## src/rtl/lme_pkg.sv

```systemverilog
// Shared types and constants for the LSB message extractor.
// Depends on nothing; every module of the block imports it, the two interfaces do not.
`default_nettype none

package lme_pkg;

  // Default width of the length and checksum header fields.
  localparam int unsigned HEADER_FIELD_BITS_DEFAULT = 32;

  localparam int unsigned BYTE_BITS = 8;
  localparam int unsigned SUM_BITS  = 32;

  typedef enum logic [1:0] {
    ST_BUSY     = 2'd0,
    ST_MATCH    = 2'd1,
    ST_MISMATCH = 2'd2,
    ST_SHORT    = 2'd3
  } lme_status_t;

  // One accepted cover beat, reduced to what the extractor uses.
  typedef struct packed {
    logic data_bit;
    logic image_end;
  } lme_beat_t;

  typedef struct packed {
    logic [BYTE_BITS-1:0] message_byte;
    logic                 byte_present;
    logic                 message_last;
    lme_status_t          status;
  } lme_result_t;

endpackage

`default_nettype wire

```

## src/rtl/lme_in_if.sv

```systemverilog
// Valid/ready channel that carries cover image bytes into the extractor.
// Standalone; no package dependency.
`default_nettype none

interface lme_in_if;
  logic       valid;
  logic       ready;
  logic [7:0] cover_byte;
  logic       image_end;

  modport source (output valid, output cover_byte, output image_end, input ready);
  modport sink   (input valid, input cover_byte, input image_end, output ready);
endinterface

`default_nettype wire

```

## src/rtl/lme_out_if.sv

```systemverilog
// Valid/ready channel that carries extracted message results.
// Standalone; no package dependency.
`default_nettype none

interface lme_out_if;
  logic       valid;
  logic       ready;
  logic [7:0] message_byte;
  logic       byte_present;
  logic       message_last;
  logic [1:0] status;

  modport source (output valid, output message_byte, output byte_present,
                  output message_last, output status, input ready);
  modport sink   (input valid, input message_byte, input byte_present,
                  input message_last, input status, output ready);
endinterface

`default_nettype wire

```

## src/rtl/lme_in_stage.sv

```systemverilog
// Input register of the extractor: captures one cover beat per cycle while its held beat moves on.
// Depends on lme_pkg and lme_in_if.
`default_nettype none

module lme_in_stage
  import lme_pkg::*;
(
  input  wire logic  clk,
  input  wire logic  rst,
  lme_in_if.sink     pixels,
  input  wire logic  take,
  output lme_beat_t  beat,
  output logic       full
);

  // The register can refill in the same cycle that its beat moves on.
  assign pixels.ready = !full || take;

  always_ff @(posedge clk) begin
    if (rst) begin
      full <= 1'b0;
    end else if (pixels.ready) begin
      full <= pixels.valid;
    end
    if (pixels.valid && pixels.ready) begin
      beat.data_bit  <= pixels.cover_byte[0];
      beat.image_end <= pixels.image_end;
    end
  end

endmodule

`default_nettype wire

```

## src/rtl/lme_extract_core.sv

```systemverilog
// Extraction state machine: gathers header and message bits and forms results.
// Depends on lme_pkg.
`default_nettype none

module lme_extract_core
  import lme_pkg::*;
#(
  parameter int unsigned HEADER_FIELD_BITS = HEADER_FIELD_BITS_DEFAULT
) (
  input  wire logic        clk,
  input  wire logic        rst,
  input  wire logic        step,
  input  wire lme_beat_t   beat,
  output lme_result_t      res,
  output logic             res_valid
);

  localparam int unsigned POS_W = $clog2(HEADER_FIELD_BITS);
  localparam logic [POS_W-1:0] HDR_LAST  = POS_W'(HEADER_FIELD_BITS - 1);
  localparam logic [POS_W-1:0] BYTE_LAST = POS_W'(BYTE_BITS - 1);

  typedef enum logic [1:0] {
    PH_LENGTH = 2'd0,
    PH_SUM    = 2'd1,
    PH_MSG    = 2'd2,
    PH_DONE   = 2'd3
  } phase_t;

  phase_t                       phase, phase_next;
  logic [POS_W-1:0]             pos, pos_next;
  logic [HEADER_FIELD_BITS-1:0] gather, gather_next, gather_set;
  logic [HEADER_FIELD_BITS-1:0] remaining, remaining_next;
  logic [HEADER_FIELD_BITS-1:0] expected, expected_next;
  logic [SUM_BITS-1:0]          running, running_next, sum_add;

  assign gather_set = gather | (HEADER_FIELD_BITS'(beat.data_bit) << pos);
  assign sum_add    = running + SUM_BITS'(gather_set[BYTE_BITS-1:0]);

  always_comb begin
    phase_next     = phase;
    pos_next       = pos;
    gather_next    = gather;
    remaining_next = remaining;
    expected_next  = expected;
    running_next   = running;
    res_valid      = 1'b0;
    res.message_byte = '0;
    res.byte_present = 1'b0;
    res.message_last = 1'b0;
    res.status       = ST_BUSY;

    unique case (phase)
      PH_LENGTH: begin
        if (pos == HDR_LAST) begin
          remaining_next = gather_set;
          gather_next    = '0;
          pos_next       = '0;
          phase_next     = PH_SUM;
        end else begin
          gather_next = gather_set;
          pos_next    = pos + POS_W'(1);
        end
      end
      PH_SUM: begin
        if (pos == HDR_LAST) begin
          expected_next = gather_set;
          gather_next   = '0;
          pos_next      = '0;
          if (remaining == '0) begin
            res_valid        = 1'b1;
            res.message_last = 1'b1;
            res.status = (running == SUM_BITS'(gather_set)) ? ST_MATCH : ST_MISMATCH;
            phase_next = PH_DONE;
          end else begin
            phase_next = PH_MSG;
          end
        end else begin
          gather_next = gather_set;
          pos_next    = pos + POS_W'(1);
        end
      end
      PH_MSG: begin
        if (pos == BYTE_LAST) begin
          gather_next      = '0;
          pos_next         = '0;
          running_next     = sum_add;
          remaining_next   = remaining - HEADER_FIELD_BITS'(1);
          res_valid        = 1'b1;
          res.message_byte = gather_set[BYTE_BITS-1:0];
          res.byte_present = 1'b1;
          if (remaining == HEADER_FIELD_BITS'(1)) begin
            res.message_last = 1'b1;
            res.status = (sum_add == SUM_BITS'(expected)) ? ST_MATCH : ST_MISMATCH;
            phase_next = PH_DONE;
          end
        end else begin
          gather_next = gather_set;
          pos_next    = pos + POS_W'(1);
        end
      end
      PH_DONE: begin
        // Remaining cover bytes of the image carry nothing.
      end
      default: begin
      end
    endcase

    // Image ended with the message unfinished: report truncation, keeping
    // any byte that this same beat completed.
    if (beat.image_end && (phase_next != PH_DONE)) begin
      res_valid        = 1'b1;
      res.message_last = 1'b1;
      res.status       = ST_SHORT;
    end

    // The last beat of an image rearms the block for the next one.
    if (beat.image_end) begin
      phase_next     = PH_LENGTH;
      pos_next       = '0;
      gather_next    = '0;
      remaining_next = '0;
      expected_next  = '0;
      running_next   = '0;
    end
  end

  always_ff @(posedge clk) begin
    if (rst) begin
      phase     <= PH_LENGTH;
      pos       <= '0;
      gather    <= '0;
      remaining <= '0;
      expected  <= '0;
      running   <= '0;
    end else if (step) begin
      phase     <= phase_next;
      pos       <= pos_next;
      gather    <= gather_next;
      remaining <= remaining_next;
      expected  <= expected_next;
      running   <= running_next;
    end
  end

  a_done_silent: assert property (@(posedge clk) disable iff (rst)
    (phase == PH_DONE) |-> !res_valid)
    else $error("result formed after the message was complete");

  a_last_has_verdict: assert property (@(posedge clk) disable iff (rst)
    (res_valid && res.message_last) |-> (res.status != ST_BUSY))
    else $error("final result carries an in-progress status");

  a_mid_has_byte: assert property (@(posedge clk) disable iff (rst)
    (res_valid && !res.message_last) |-> (res.byte_present && res.status == ST_BUSY))
    else $error("intermediate result without a message byte");

  a_rearm: assert property (@(posedge clk) disable iff (rst)
    (step && beat.image_end) |=> (phase == PH_LENGTH && pos == '0 && running == '0))
    else $error("end of image did not rearm the extractor");

endmodule

`default_nettype wire

```

## src/rtl/lme_out_stage.sv

```systemverilog
// Output register of the extractor: holds one result until it is taken.
// Depends on lme_pkg and lme_out_if.
`default_nettype none

module lme_out_stage
  import lme_pkg::*;
(
  input  wire logic   clk,
  input  wire logic   rst,
  input  wire logic   load,
  input  wire lme_result_t res,
  output logic        room,
  lme_out_if.source   message
);

  logic        valid;
  lme_result_t held;

  assign room = !valid || message.ready;

  always_ff @(posedge clk) begin
    if (rst) begin
      valid <= 1'b0;
    end else if (room) begin
      valid <= load;
    end
    if (load && room) begin
      held <= res;
    end
  end

  assign message.valid        = valid;
  assign message.message_byte = held.message_byte;
  assign message.byte_present = held.byte_present;
  assign message.message_last = held.message_last;
  assign message.status       = held.status;

endmodule

`default_nettype wire

```

## src/rtl/lsb_message_extractor.sv

```systemverilog
// LSB message extractor: input register, extraction state machine, output register.
// Path: a beat accepted into the input register goes through the core when it is taken,
// and its result is registered in the output register; a result that cannot be written stalls the beat.
// Throughput: one cover beat per cycle, sustained while results are taken;
// beats that give no result keep flowing even while a result waits.
// Reset (rst, synchronous): empties both registers and rearms to the length header.
// Depends on lme_pkg, lme_in_if, lme_out_if and the three lme_ submodules.
`default_nettype none

module lsb_message_extractor
  import lme_pkg::*;
#(
  parameter int unsigned HEADER_FIELD_BITS = HEADER_FIELD_BITS_DEFAULT
) (
  input wire logic  clk,
  input wire logic  rst,
  lme_in_if.sink    pixels,
  lme_out_if.source message
);

  // Beat held in the input register, waiting to go through the core.
  lme_beat_t   beat;
  logic        in_full;

  // Result the core forms from the held beat and its current state.
  lme_result_t res;
  logic        res_valid;

  logic        out_room;
  logic        take;

  // The held beat goes through the core when its result, if it has one,
  // can be written to the output register in the same edge. A beat that
  // gives no result never waits on the output side.
  assign take = in_full && (!res_valid || out_room);

  lme_in_stage u_in (
    .clk    (clk),
    .rst    (rst),
    .pixels (pixels),
    .take   (take),
    .beat   (beat),
    .full   (in_full)
  );

  lme_extract_core #(
    .HEADER_FIELD_BITS (HEADER_FIELD_BITS)
  ) u_core (
    .clk       (clk),
    .rst       (rst),
    .step      (take),
    .beat      (beat),
    .res       (res),
    .res_valid (res_valid)
  );

  lme_out_stage u_out (
    .clk     (clk),
    .rst     (rst),
    .load    (take && res_valid),
    .res     (res),
    .room    (out_room),
    .message (message)
  );

endmodule

`default_nettype wire

```

## src/flat_wrapper.sv

```systemverilog
// flat-port wrapper written by rule: the top's interface ports become plain ports
module lsb_message_extractor_flat import lme_pkg::*;
#(
  parameter int unsigned HEADER_FIELD_BITS = HEADER_FIELD_BITS_DEFAULT
)
  (clk, rst, pixels_valid, pixels_cover_byte, pixels_image_end, pixels_ready, message_valid, message_message_byte, message_byte_present, message_message_last, message_status, message_ready);
  lme_in_if pixels_i ();
  lme_out_if message_i ();
  input wire logic clk;
  input wire logic rst;
  input wire logic [$bits(pixels_i.valid)-1:0] pixels_valid;
  input wire logic [$bits(pixels_i.cover_byte)-1:0] pixels_cover_byte;
  input wire logic [$bits(pixels_i.image_end)-1:0] pixels_image_end;
  output wire logic [$bits(pixels_i.ready)-1:0] pixels_ready;
  output wire logic [$bits(message_i.valid)-1:0] message_valid;
  output wire logic [$bits(message_i.message_byte)-1:0] message_message_byte;
  output wire logic [$bits(message_i.byte_present)-1:0] message_byte_present;
  output wire logic [$bits(message_i.message_last)-1:0] message_message_last;
  output wire logic [$bits(message_i.status)-1:0] message_status;
  input wire logic [$bits(message_i.ready)-1:0] message_ready;
  assign pixels_i.valid = pixels_valid;
  assign pixels_i.cover_byte = pixels_cover_byte;
  assign pixels_i.image_end = pixels_image_end;
  assign pixels_ready = pixels_i.ready;
  assign message_valid = message_i.valid;
  assign message_message_byte = message_i.message_byte;
  assign message_byte_present = message_i.byte_present;
  assign message_message_last = message_i.message_last;
  assign message_status = message_i.status;
  assign message_i.ready = message_ready;
  lsb_message_extractor #(.HEADER_FIELD_BITS(HEADER_FIELD_BITS)) u_core (.clk(clk), .rst(rst), .pixels(pixels_i), .message(message_i));
endmodule
```

## config.mk

```make
export PLATFORM = sky130hd
export DESIGN_NAME = lsb_message_extractor_flat
export DESIGN_NICKNAME = d
export VERILOG_FILES = /design/src/rtl/lme_pkg.sv /design/src/rtl/lme_in_if.sv /design/src/rtl/lme_out_if.sv /design/src/rtl/lme_in_stage.sv /design/src/rtl/lme_extract_core.sv /design/src/rtl/lme_out_stage.sv /design/src/rtl/lsb_message_extractor.sv /design/src/flat_wrapper.sv
export SDC_FILE = /design/constraint.sdc
export NUM_CORES = 1
export LEC_CHECK = 0
export BUFFER_PORTS_ARGS = -buffer_cell sky130_fd_sc_hd__buf_2
export CELL_PAD_IN_SITES_DETAIL_PLACEMENT = 1
export CELL_PAD_IN_SITES_GLOBAL_PLACEMENT = 1
export CORE_MARGIN = 1
export CORE_UTILIZATION = 43
export DETAILED_ROUTE_END_ITERATION = 16
export PLACE_DENSITY = 0.89
export SLEW_MARGIN = 20
export SYNTH_ARGS = -nofsm -noshare
export SYNTH_HDL_FRONTEND = slang
export SYNTH_SLANG_ARGS = --single-unit
```

## constraint.sdc

```tcl
create_clock -name clk -period 3.85 [get_ports clk]
set_input_delay 0.1925 -clock clk [delete_from_list [all_inputs] [get_ports clk]]
set_output_delay 0.1925 -clock clk [all_outputs]
set_load 0.02 [all_outputs]
```

==> flow_summary.json, run 1 <==
{
  "layout_common_cells": "dfxtp_1, a21oi_1, nand2_1, nand3_1, buf_4",
  "h-tree-depth": 4,
  "required_ns": 4.06,
  "clkTransAtPathRegs_ns": 0.07,
  "die_y_um": 147.6,
  "fillers": 2438,
  "diodes": 0,
  "pin_count": 27,
  "die_w_um": 147.6,
  "synth_nets": 1182,
  "setup_violations": 2,
  "dr.pass1.iters": 7,
  "grt.overflow.total": 0,
  "grt_pass1_vias": 9863,
  "synth_cell_type_count": 73,
  "intPower_mw": 2.502,
  "drc": 0,
  "cts.sinks": 151,
  "synth_edf_count": 14,
  "drive_gt1_share_pct": 18.15,
  "grt_pass1_wl_um": 54940,
  "start_kind": "flop",
  "dpl.hpwl_um": 23450,
  "port_buffers": 19,
  "p_switching_uw": 977.5,
  "synth_area_per_cell_um2": 7.959,
  "cts_root_buffer": "clkbuf_16",
  "cp_num_buf_inv": 3,
  "yosys_warnings": 0,
  "status": "finished with violations",
  "crit_path_max_incr_delay_ns": 0.52,
  "clk_path_buf_depth": 2,
  "cts_tree": "built",
  "synth_top_area_cell": "dfxtp_1",
  "syn_area_um2": 9121,
  "netlist.area_leader.share_pct": 30.07,
  "clk_latency_ns": 0.45,
  "path_delay_family": "simple AND/OR/NAND/NOR gates",
  "grt.total_usage_pct": 32.75,
  "final_hold_viol_count": 0,
  "fmax_mhz": 248.7,
  "core_um2": 20490,
  "hold_path_class": "in2reg",
  "grt_setup_unrepaired": "true",
  "p_per_area_nw_per_um2": 330.9,
  "synthAdderAreaFrac_pct": 3.237,
  "drt-wirelength-per-cell_um": 25.01,
  "worst_pin_slew_ns": 0.9446,
  "fin_crit_sh_pct": 104.4,
  "synthMuxAreaShare_pct": 0.5624,
  "gp_congestion": 0.9405,
  "hold_slack_ns": 0.07658,
  "fin_ws_ns": -0.1701,
  "start_util_pct": 44.51,
  "first_iter_violations": 1055,
  "p_comb_share_pct": 7.2,
  "crit_path_max_fanout": 5,
  "netlist_instances": 1146,
  "synth_area_leaders": "dfxtp_1, a21oi_1, nand3_1",
  "ys.flop_type": "dfxtp_1",
  "placementRows": 52,
  "yosys.area_share.simple_pct": 23.48,
  "synth_top_family_by_area": "compound AO/OA/AOI/OAI gates",
  "yosys_register_bits": 151,
  "p_clk_share_pct": 46.7,
  "path_cells": "nand2_2 -> nor3b_1 -> a21oi_1 -> inv_1 -> ha_1 -> buf_4 -> or4_1 -> a221oi_1 -> nand3_1 -> a221oi_1 -> nand3_1 -> nor3_1 -> buf_4 -> o21ai_0 -> a31o_2",
  "num_vias": 9935,
  "wl_um": 36520,
  "placed_cells": 1415,
  "crit_type": "reg2reg",
  "mostFrequentLayoutCell": "dfxtp_1",
  "dieArea_um2": 21800,
  "p_leak_nw": 4.127,
  "antenna_left": 0,
  "pwr-share-seq_pct": 46.1,
  "numCtsBuffers": 17,
  "antenna_found_initial": 0,
  "synth_xor_area_share_pct": 7.586,
  "slew_headroom_pct": 36.95,
  "power_mw": 3.479,
  "async_flop_share_pct": 0,
  "p_sw_share_pct": 28.09,
  "fin_skew_ns": 0.01013,
  "slowest_stage": "or4_1",
  "place_ws_ns": -0.3073,
  "endpoint_kind": "flop",
  "vdd_drop_max_v": 0.0002590,
  "maxCapViolations": 0,
  "failed_checks": "setup timing",
  "worstPathArrival_ns": 4.23,
  "synth_compound_area_share_pct": 24.20,
  "ys_seq_area_share_pct": 34.68,
  "grt_max_degree": 52,
  "maxSlewViolCount": 0,
  "finalNonFillerCells": 1460,
  "finalCriticalPeriod_ns": 4.020,
  "syn_to_final_growth_pct": 15.28,
  "final_nets": 1213,
  "via_per_inst": 6.805
}
worst reg2reg max path, delay by kind of cell, from the launching register on:
kind                       cells  cell delay [ns]
and+or+nand+nor                6             1.50
AOI/OAI and AO/OA              5             1.07
DFF                            1             0.48
buffers and inverters          3             0.44
adders and majority gates      1             0.29
per-layer routing:
metal / GRT usage, % / part of all wire, % / up-vias / wire (um)
met5: 0 / 0 / - / 0
met4: 19.79 / 5.5 / 0 / 2015
met3: 4.568 / 9.0 / 145 / 3282
met2: 54.08 / 46 / 592 / 16980
met1: 40.53 / 39 / 4928 / 14240
li1: - / - / 4270 / -
power by group through the flow:
stage / clock network [mW] / registers (mW) / logic (mW)
2_1_floorplan: 0 / 1.64 / 0.144
3_3_place_gp: 0 / 1.64 / 0.207
3_5_place_dp: 0 / 1.64 / 0.215
4_1_cts: 1.61 / 1.60 / 0.230
5_1_grt: 1.69 / 1.60 / 0.258
6_report: 1.63 / 1.60 / 0.249
through the flow:
stage	instance area, um2	util, %	setup TNS (ns)
floorplan	9121	-	0
CTS	10370	50.60	0
global route	10520	51.31	-0.4654
global placement	9702	47.34	-0.1916
detailed placement	9702	47.34	-0.4502
finish	10520	51.31	-0.1878
kinds of logic after synthesis:
family,count (synthesis)
flip-flops,151
multiplexers,5
buffers and inverters,131
AO/OA/AOI/OAI,335
XOR/XNOR,79
adder cells (fa/ha/maj),23
AND/OR/NAND/NOR,422
final timing paths:
path | start | end | slack [ns] | cells after the start
worst max-delay path | u_core.u_in.beat[1] | u_core.u_out.message.status[1] | -0.17 | 15
worst min-delay path | pixels_valid | u_core.u_in.full | 0.08 | 3
worst max register to register | u_core.u_in.beat[1] | u_core.u_out.message.status[1] | -0.17 | 15
worst min register to register | u_core.u_core.gather[9] | u_core.u_core.gather[9] | 0.47 | 2
registers in the layout (all words and copies together), names as in the netlist:
register	flops
u_core.u_core.pos	5
u_core.u_out.message.message_byte	8
u_core.u_core.remaining	32
u_core.u_core.gather	32
u_core.u_out.message.valid	1
u_core.u_core.running	32
u_core.u_in.beat	2
u_core.u_core.expected	32
u_core.u_core.phase	2
u_core.u_out.message.byte_present	1
u_core.u_in.full	1
u_core.u_out.message.status	2
u_core.u_out.message.message_last	1
synthesized netlist by cell type (all sizes together), types with 4 or more instances:
| library cell | instances |
|---|---|
| nor2b | 9 |
| o31ai | 45 |
| nor2 | 81 |
| buf | 29 |
| xnor2 | 48 |
| a31oi | 21 |
| mux2i | 4 |
| nand2 | 89 |
| ha | 22 |
| nor4 | 19 |
| a21oi | 100 |
| nor3b | 6 |
| nand2b | 6 |
| a21o | 20 |
| o2111ai | 7 |
| or3 | 6 |
| clkbuf | 64 |
| a31o | 30 |
| o41ai | 4 |
| and3 | 13 |
| xor2 | 31 |
| o32ai | 8 |
| and2 | 10 |
| o211ai | 5 |
| edfxtp | 14 |
| or4 | 9 |
| inv | 38 |
| nand4 | 24 |
| nor3 | 51 |
| dfxtp | 137 |
| nand3 | 89 |
| o21ai | 64 |
final cells by class:
| class | instances | area (um2) | area share, % |
|---|---|---|---|
| Clock inverter | 14 | 117.6 | 1.119 |
| Clock buffer | 18 | 429.2 | 4.081 |
| Inverter | 38 | 142.6 | 1.356 |
| Multi-Input combinational cell | 865 | 5557 | 52.84 |
| Tap cell | 270 | 337.8 | 3.213 |
| Sequential cell | 151 | 3168 | 30.13 |
| Timing Repair Buffer | 104 | 763.2 | 7.258 |
timing repair:
| item | in CTS | in global routing |
|---|---|---|
| setup endpoints to repair | 3 | 23 |
| cloned | 0 | 1 |
| hold buffers | 2 | 0 |
| gates resized for setup | 16 | 31 |
| pin swaps | 11 | 13 |
| setup buffers | 4 | 6 |
| endpoints found under the hold margin | 2 | 0 |
Note: power is estimated with default switching activity, not from simulation.
==> inputs of run 2 (changes only) <==
--- a/config.mk
+++ b/config.mk
@@ -8,10 +8,10 @@
 export BUFFER_PORTS_ARGS = -buffer_cell sky130_fd_sc_hd__buf_2
 export CELL_PAD_IN_SITES_DETAIL_PLACEMENT = 1
 export CELL_PAD_IN_SITES_GLOBAL_PLACEMENT = 1
-export CORE_MARGIN = 1
 export CORE_UTILIZATION = 43
 export DETAILED_ROUTE_END_ITERATION = 16
 export PLACE_DENSITY = 0.89
+export SETUP_SLACK_MARGIN = 0.5
 export SLEW_MARGIN = 20
 export SYNTH_ARGS = -nofsm -noshare
 export SYNTH_HDL_FRONTEND = slang
==> constraint.sdc (replaced) <==
create_clock -name clk -period 3.5 [get_ports clk]
set_input_delay 0.175 -clock clk [delete_from_list [all_inputs] [get_ports clk]]
set_output_delay 0.175 -clock clk [all_outputs]
set_load 0.02 [all_outputs]
==> flow_summary.json, run 2 <==
{
  "start_util_pct": 44.51,
  "synth_area_leaders": "dfxtp_1, a21oi_1, nand3_1",
  "synth_compound_area_share_pct": 24.20,
  "placementRows": 52,
  "status": "did not finish",
  "synth_xor_area_share_pct": 7.586,
  "yosys_register_bits": 151,
  "synth.most_common_cell": "dfxtp_1",
  "grt.overflow.total": 768,
  "numCtsBuffers": 17,
  "dpl.hpwl_um": 25030,
  "haltStage": "5_1_grt",
  "netlist_instances": 1146,
  "ys.flop_type": "dfxtp_1",
  "port_buffers": 19,
  "yosys.area_share.simple_pct": 23.48,
  "netlist.area_leader.share_pct": 30.07,
  "async_flop_share_pct": 0,
  "grt-worst-endpoint": "u_core.u_out.message.status[1]$_SDFFCE_PP1P_/D",
  "die_y_um": 147.6,
  "grt.total_usage_pct": 93.06,
  "synth_edf_count": 14,
  "cts.sinks": 151,
  "synth_nets": 1182,
  "h-tree-depth": 4,
  "endpoint_type": "register data pin",
  "synthAdderAreaFrac_pct": 3.237,
  "yosys_warnings": 0,
  "syn_area_um2": 9121,
  "synth_top_family_by_area": "compound AO/OA/AOI/OAI gates",
  "synth_cell_type_count": 73,
  "clk_path_buf_depth": 2,
  "cts_root_buffer": "clkbuf_16",
  "ys_seq_area_share_pct": 34.68,
  "synthMuxAreaShare_pct": 0.5624,
  "die_w_um": 147.6,
  "synth_top_area_cell": "dfxtp_1",
  "grt_max_degree": 64,
  "synth_common_cells": "dfxtp_1, a21oi_1, nand2_1",
  "pin_count": 27,
  "synth_area_per_cell_um2": 7.959,
  "error_line": "[ERROR GRT-0232] Routing congestion too high. Check the congestion heatmap in the GUI.",
  "gp_congestion": 0.9632
}
run 2: layer usage:
layer / GRT usage (%) / GRT overflow
met1: 89.14 / 10
met2: 108.6 / 495
met3: 79.91 / 11
met4: 101.9 / 249
met5: 47.95 / 3
run 2: stage by stage:
stage,hold slack (ns),worst slack (ns),util (%),instance area (um2),std cells
4_1_cts,0.06880,-0.1908,65.90,13510,1575
3_5_place_dp,0.3577,-0.3335,49.75,10200,1459
3_3_place_gp,0.3624,-0.1061,49.75,10200,1459
2_1_floorplan,0.2739,0.2753,-,9294,1146
run 2: what timing repair did:
action / 4_1_cts
buffers inserted: 61
pin swaps: 127
resized for setup: 355
hold buffers: 2
gates cloned: 21
endpoints found under the setup margin: 153
hold endpoints to repair: 2
run 2: cell families after synthesis:
logic type	Yosys count
simple gates	422
compound gates	335
flops	151
buf+inv	131
xor+xnor	79
fa+ha+maj	23
mux	5
==> inputs of run 3 (changes only) <==
--- a/config.mk
+++ b/config.mk
@@ -6,12 +6,9 @@
 export NUM_CORES = 1
 export LEC_CHECK = 0
 export BUFFER_PORTS_ARGS = -buffer_cell sky130_fd_sc_hd__buf_2
-export CELL_PAD_IN_SITES_DETAIL_PLACEMENT = 1
-export CELL_PAD_IN_SITES_GLOBAL_PLACEMENT = 1
-export CORE_UTILIZATION = 43
+export CORE_UTILIZATION = 40
 export DETAILED_ROUTE_END_ITERATION = 16
-export PLACE_DENSITY = 0.89
-export SETUP_SLACK_MARGIN = 0.5
+export PLACE_DENSITY_LB_ADDON = 0.15
 export SLEW_MARGIN = 20
 export SYNTH_ARGS = -nofsm -noshare
 export SYNTH_HDL_FRONTEND = slang
==> constraint.sdc (replaced) <==
create_clock -name clk -period 4.55 [get_ports clk]
set_input_delay 0.2275 -clock clk [delete_from_list [all_inputs] [get_ports clk]]
set_output_delay 0.2275 -clock clk [all_outputs]
set_load 0.02 [all_outputs]
==> flow_summary.json, run 3 (same netlist as run 1, synthesis figures left out) <==
{
  "num_vias": 8551,
  "mostFrequentLayoutCell": "dfxtp_1",
  "hold_path_class": "in2reg",
  "grt_max_degree": 66,
  "fillers": 2268,
  "diodes": 0,
  "gp_congestion": 0.9103,
  "grt_pass1_vias": 7870,
  "cts_tree": "built",
  "wl_um": 29280,
  "clk_latency_ns": 0.44,
  "setup_violations": 0,
  "drt-wirelength-per-cell_um": 20.42,
  "crit_type": "reg2reg",
  "reg2reg_depth": 16,
  "pin_count": 27,
  "cts.sinks": 151,
  "antenna_left": 0,
  "slew_headroom_pct": 38.84,
  "dr.pass1.iters": 5,
  "maxCapViolations": 0,
  "fin_ws_ns": 0.3654,
  "grt.overflow.total": 0,
  "grt_pass1_wl_um": 45840,
  "intPower_mw": 2.331,
  "placementRows": 54,
  "p_per_area_nw_per_um2": 303.2,
  "clkTransAtPathRegs_ns": 0.06,
  "path_cells": "nand2b_1 -> nor3_1 -> a21oi_1 -> inv_1 -> ha_1 -> fa_1 -> nand3_1 -> nand2_1 -> xnor2_2 -> o21ai_0 -> a2111oi_1 -> buf_4 -> o211ai_1 -> nor4_1 -> nand4_1 -> a31o_2",
  "p_comb_share_pct": 5.9,
  "p_sw_share_pct": 24.40,
  "slowest_stage": "dfxtp_1",
  "hold-path-endpoint": "u_core.u_in.full",
  "antenna_found_initial": 0,
  "placed_cells": 1400,
  "required_ns": 4.73,
  "reg2reg_slack_ns": 0.37,
  "p_clk_share_pct": 50.1,
  "die_y_um": 153.0,
  "clk_path_buf_depth": 2,
  "seqCellArea_um2": 3163,
  "grt.total_usage_pct": 25.49,
  "final_nets": 1177,
  "core_um2": 22090,
  "final_hold_viol_count": 0,
  "p_switching_uw": 752.5,
  "crit_path_max_incr_delay_ns": 0.44,
  "crit_path_max_fanout": 7,
  "port_buffers": 19,
  "start_kind": "flop",
  "syn_to_final_growth_pct": 11.51,
  "drive_gt1_share_pct": 12.74,
  "fin_crit_sh_pct": 91.97,
  "pwr-share-seq_pct": 44.0,
  "worstPathArrival_ns": 4.37,
  "worst_pin_slew_ns": 0.9140,
  "regToRegEndpoint": "u_core.u_out.message.status[1]",
  "h-tree-depth": 4,
  "numCtsBuffers": 17,
  "tns_ns": 0,
  "cts_root_buffer": "clkbuf_16",
  "hold_depth": 3,
  "via_per_inst": 5.963,
  "endpoint_kind": "flop",
  "vdd_drop_max_v": 0.0002608,
  "fin_skew_ns": 0.01232,
  "p_leak_nw": 3.977,
  "drc": 0,
  "min_from": "pixels_valid",
  "power_mw": 3.084,
  "maxSlewViolCount": 0,
  "die_w_um": 153.0,
  "finalNonFillerCells": 1434,
  "dpl.hpwl_um": 20700,
  "hold_slack_ns": 0.06836,
  "dieArea_um2": 23410,
  "layout_common_cells": "dfxtp_1, a21oi_1, nand2_1",
  "multi_input_area_um2": 5404,
  "start_util_pct": 41.28,
  "r2r_start": "u_core.u_core.pos[2]",
  "status": "complete, no violations",
  "place_ws_ns": 0.2330,
  "fmax_mhz": 239.0,
  "finalCriticalPeriod_ns": 4.185,
  "first_iter_violations": 829
}
==> run 3: critical path, delay by kind of cell, from the launching register on <==
| kind | cells | cell delay [ns] |
|---|---|---|
| xor+xnor | 1 | 0.24 |
| compound gates | 5 | 1.11 |
| buf+inv | 2 | 0.32 |
| flops | 1 | 0.44 |
| fa+ha+maj | 2 | 0.69 |
| simple gates | 6 | 1.14 |
==> run 3: area by class of cell <==
type | instances | area share, %
Timing Repair Buffer | 69 | 4.798
Inverter | 38 | 1.402
Tap cell | 280 | 3.444
Clock buffer | 20 | 4.392
Sequential cell | 151 | 31.10
Multi-Input combinational cell | 864 | 53.13
Clock inverter | 12 | 1.735
==> run 3: repair_timing <==
item	in CTS	in global routing
setup buffers	0	0
hold endpoints to repair	2	0
resized for setup	0	4
hold buffers	2	0
endpoints found under the setup margin	0	2
==> run 3: through the flow <==
step	utilization (%)	cell area, um2
after floorplan	-	9121
after global placement	43.06	9514
after detailed placement	43.06	9514
after CTS	45.97	10160
after global routing	46.04	10170
final	46.04	10170
==> run 3: worst max-delay path by stage <==
stage	from	endpoint	slack, ns	cells after the start
floorplan	u_core.u_core.pos[0]	u_core.u_out.message.status[1]	0.93	15
global placement	u_core.u_core.pos[2]	u_core.u_out.message.status[1]	0.24	14
detailed placement	u_core.u_core.pos[2]	u_core.u_out.message.status[1]	0.23	13
CTS	u_core.u_core.pos[2]	u_core.u_out.message.status[1]	0.21	14
global route	u_core.u_core.pos[2]	u_core.u_out.message.status[1]	-0.03	16
finish	u_core.u_core.pos[2]	u_core.u_out.message.status[1]	0.37	16
==> run 3: power by group through the flow <==
stage	clock [mW]	combinational, mW	sequential [mW]
2_1_floorplan	0	0.122	1.38
3_3_place_gp	0	0.179	1.39
3_5_place_dp	0	0.179	1.38
4_1_cts	1.56	0.181	1.36
5_1_grt	1.62	0.197	1.36
6_report	1.55	0.182	1.36
==> run 3: per-layer routing <==
metal	track usage, %	up-vias	routed length [um]
met1	35.45	4056	13830
met3	2.949	43	1539
met4	9.524	0	768
li1	-	4196	-
met5	0	-	0
met2	40.45	256	13140
==> inputs of run 4 (changes only) <==
--- a/config.mk
+++ b/config.mk
@@ -8,7 +8,8 @@
 export BUFFER_PORTS_ARGS = -buffer_cell sky130_fd_sc_hd__buf_2
 export CORE_UTILIZATION = 40
 export DETAILED_ROUTE_END_ITERATION = 16
-export PLACE_DENSITY_LB_ADDON = 0.15
+export PLACE_DENSITY = 0.55
+export REMOVE_ABC_BUFFERS = 1
 export SLEW_MARGIN = 20
 export SYNTH_ARGS = -nofsm -noshare
 export SYNTH_HDL_FRONTEND = slang
==> flow_summary.json, run 4 (same netlist as run 1, synthesis figures left out) <==
{
  "fmax_mhz": 231.0,
  "fillers": 2192,
  "drc": 0,
  "slew_headroom_pct": 40.75,
  "worstPathArrival_ns": 4.51,
  "status": "complete, no violations",
  "regToRegEndpoint": "u_core.u_out.message.status[1]",
  "syn_to_final_growth_pct": 10.93,
  "worst_pin_slew_ns": 0.8855,
  "finalNonFillerCells": 1435,
  "pwr-share-seq_pct": 45.2,
  "core_um2": 22090,
  "power_mw": 2.999,
  "maxSlewViolCount": 0,
  "antenna_left": 0,
  "maxCapViolations": 0,
  "gp_congestion": 0.8996,
  "grt.met3_usage_pct": 3.544,
  "grt.overflow.total": 0,
  "use_met2_pct": 40.15,
  "crit_path_max_fanout": 7,
  "die_w_um": 153.0,
  "grt_pass1_vias": 7843,
  "grtUsageMet1_pct": 34.09,
  "dpl-instance-area_um2": 9509,
  "fin_crit_sh_pct": 95.13,
  "final_hold_viol_count": 0,
  "start_util_pct": 41.28,
  "grt.total_usage_pct": 24.89,
  "p_switching_uw": 742.2,
  "dieArea_um2": 23410,
  "hold_path_class": "in2reg",
  "layout_common_cells": "dfxtp_1, a21oi_1, nand2_1",
  "drt-wirelength-per-cell_um": 20.08,
  "p_per_area_nw_per_um2": 296.4,
  "placed_cells": 1401,
  "finalCriticalPeriod_ns": 4.328,
  "cts.sinks": 151,
  "port_buffers": 19,
  "dpl.hpwl_um": 20760,
  "dr.pass1.iters": 8,
  "post-route-cell-area_um2": 10120,
  "via_per_inst": 5.951,
  "grt_setup_unrepaired": "false",
  "post-route-util_pct": 45.80,
  "p_leak_nw": 3.958,
  "vdd_drop_max_v": 0.0002267,
  "p_sw_share_pct": 24.75,
  "seqCellArea_um2": 3163,
  "first_iter_violations": 735,
  "mostFrequentLayoutCell": "dfxtp_1",
  "start_kind": "flop",
  "crit_start": "u_core.u_core.pos[2]",
  "endpoint_kind": "flop",
  "p_comb_share_pct": 6.0,
  "diodes": 0,
  "crit_type": "reg2reg",
  "multi_input_area_um2": 5391,
  "num_vias": 8539,
  "cts_root_buffer": "clkbuf_16",
  "clk_path_buf_depth": 2,
  "p_clk_share_pct": 48.9,
  "grt_max_degree": 66,
  "fin_skew_ns": 0.01357,
  "final_nets": 1178,
  "pin_count": 27,
  "setup_violations": 0,
  "antenna_found_initial": 0,
  "busiest_layer": "met2",
  "placementRows": 54,
  "h-tree-depth": 4,
  "intPower_mw": 2.257,
  "clk_latency_ns": 0.44,
  "reg2reg_depth": 14,
  "endpoint": "u_core.u_out.message.status[1]",
  "required_ns": 4.73,
  "r2r_start": "u_core.u_core.pos[2]",
  "grt_pass1_wl_um": 45110,
  "drive_gt1_share_pct": 12.55,
  "die_y_um": 153.0,
  "numCtsBuffers": 17,
  "clkTransAtPathRegs_ns": 0.06,
  "reg2reg_slack_ns": 0.22,
  "wl_um": 28820,
  "cts_tree": "built",
  "tns_ns": 0
}
## run 4: how the worst min path moves through the flow
stage	end	cells past startpoint	from	slack, ns
after global routing	u_core.u_in.full	3	pixels_valid	0.05
final	u_core.u_in.full	3	pixels_valid	0.06
after floorplan	u_core.u_core.phase[1]	1	rst	0.30
after CTS	u_core.u_in.full	3	pixels_valid	0.05
after global placement	u_core.u_in.beat[0]	1	pixels_image_end	0.41
after detailed placement	u_core.u_in.beat[0]	1	pixels_image_end	0.41
## run 4: timing repair
item | 4_1_cts | 5_1_grt
setup buffers | 0 | 0
endpoints found under the hold margin | 2 | 0
setup endpoints to repair | 0 | 1
resized for setup | 0 | 1
hold buffers | 2 | 0
## run 4: critical path, cell delays in order, from the launching register on
cell and delay (ns):
dfxtp_1 0.42, nand2_1 0.14, nor3_1 0.55, a21oi_1 0.19, inv_1 0.17, ha_1 0.29
a21o_1 0.23, nor2_1 0.29, o21ai_0 0.17, a2111oi_1 0.44, buf_4 0.19, o211ai_1 0.08
nor4_1 0.32, nand4_1 0.29, a31o_2 0.32
## run 4: power by group through the flow
stage	clock network [mW]	logic, mW	registers [mW]
after floorplan	0	0.0978	1.39
after detailed placement	0	0.175	1.38
final	1.47	0.179	1.36
after CTS	1.48	0.177	1.35
after global placement	0	0.174	1.38
after global routing	1.54	0.193	1.36
## run 4: per-stage QoR
step | hold slack, ns | setup slack [ns]
after floorplan | 0.2966 | 0.5256
after global placement | 0.4052 | 0.3622
after detailed placement | 0.4062 | 0.3298
after CTS | 0.04613 | 0.2894
after global routing | 0.04687 | 0.05357
final | 0.05661 | 0.2216
## run 4: cell type report
| cell class | count | area share, % |
|---|---|---|
| clock buffers | 19 | 4.278 |
| clock inverters | 13 | 1.533 |
| inverters | 38 | 1.410 |
| multi-input cells | 864 | 53.28 |
| flip-flops and latches | 151 | 31.26 |
| well taps | 280 | 3.462 |
| repair buffers | 70 | 4.773 |
## run 4: layer usage
layer / routed length (um) / vias up / part of all wire, %
met5: 0 / - / 0
met2: 13160 / 234 / 46
li1: - / 4182 / -
met1: 13540 / 4087 / 47
met4: 629 / 0 / 2.2
met3: 1486 / 36 / 5.2
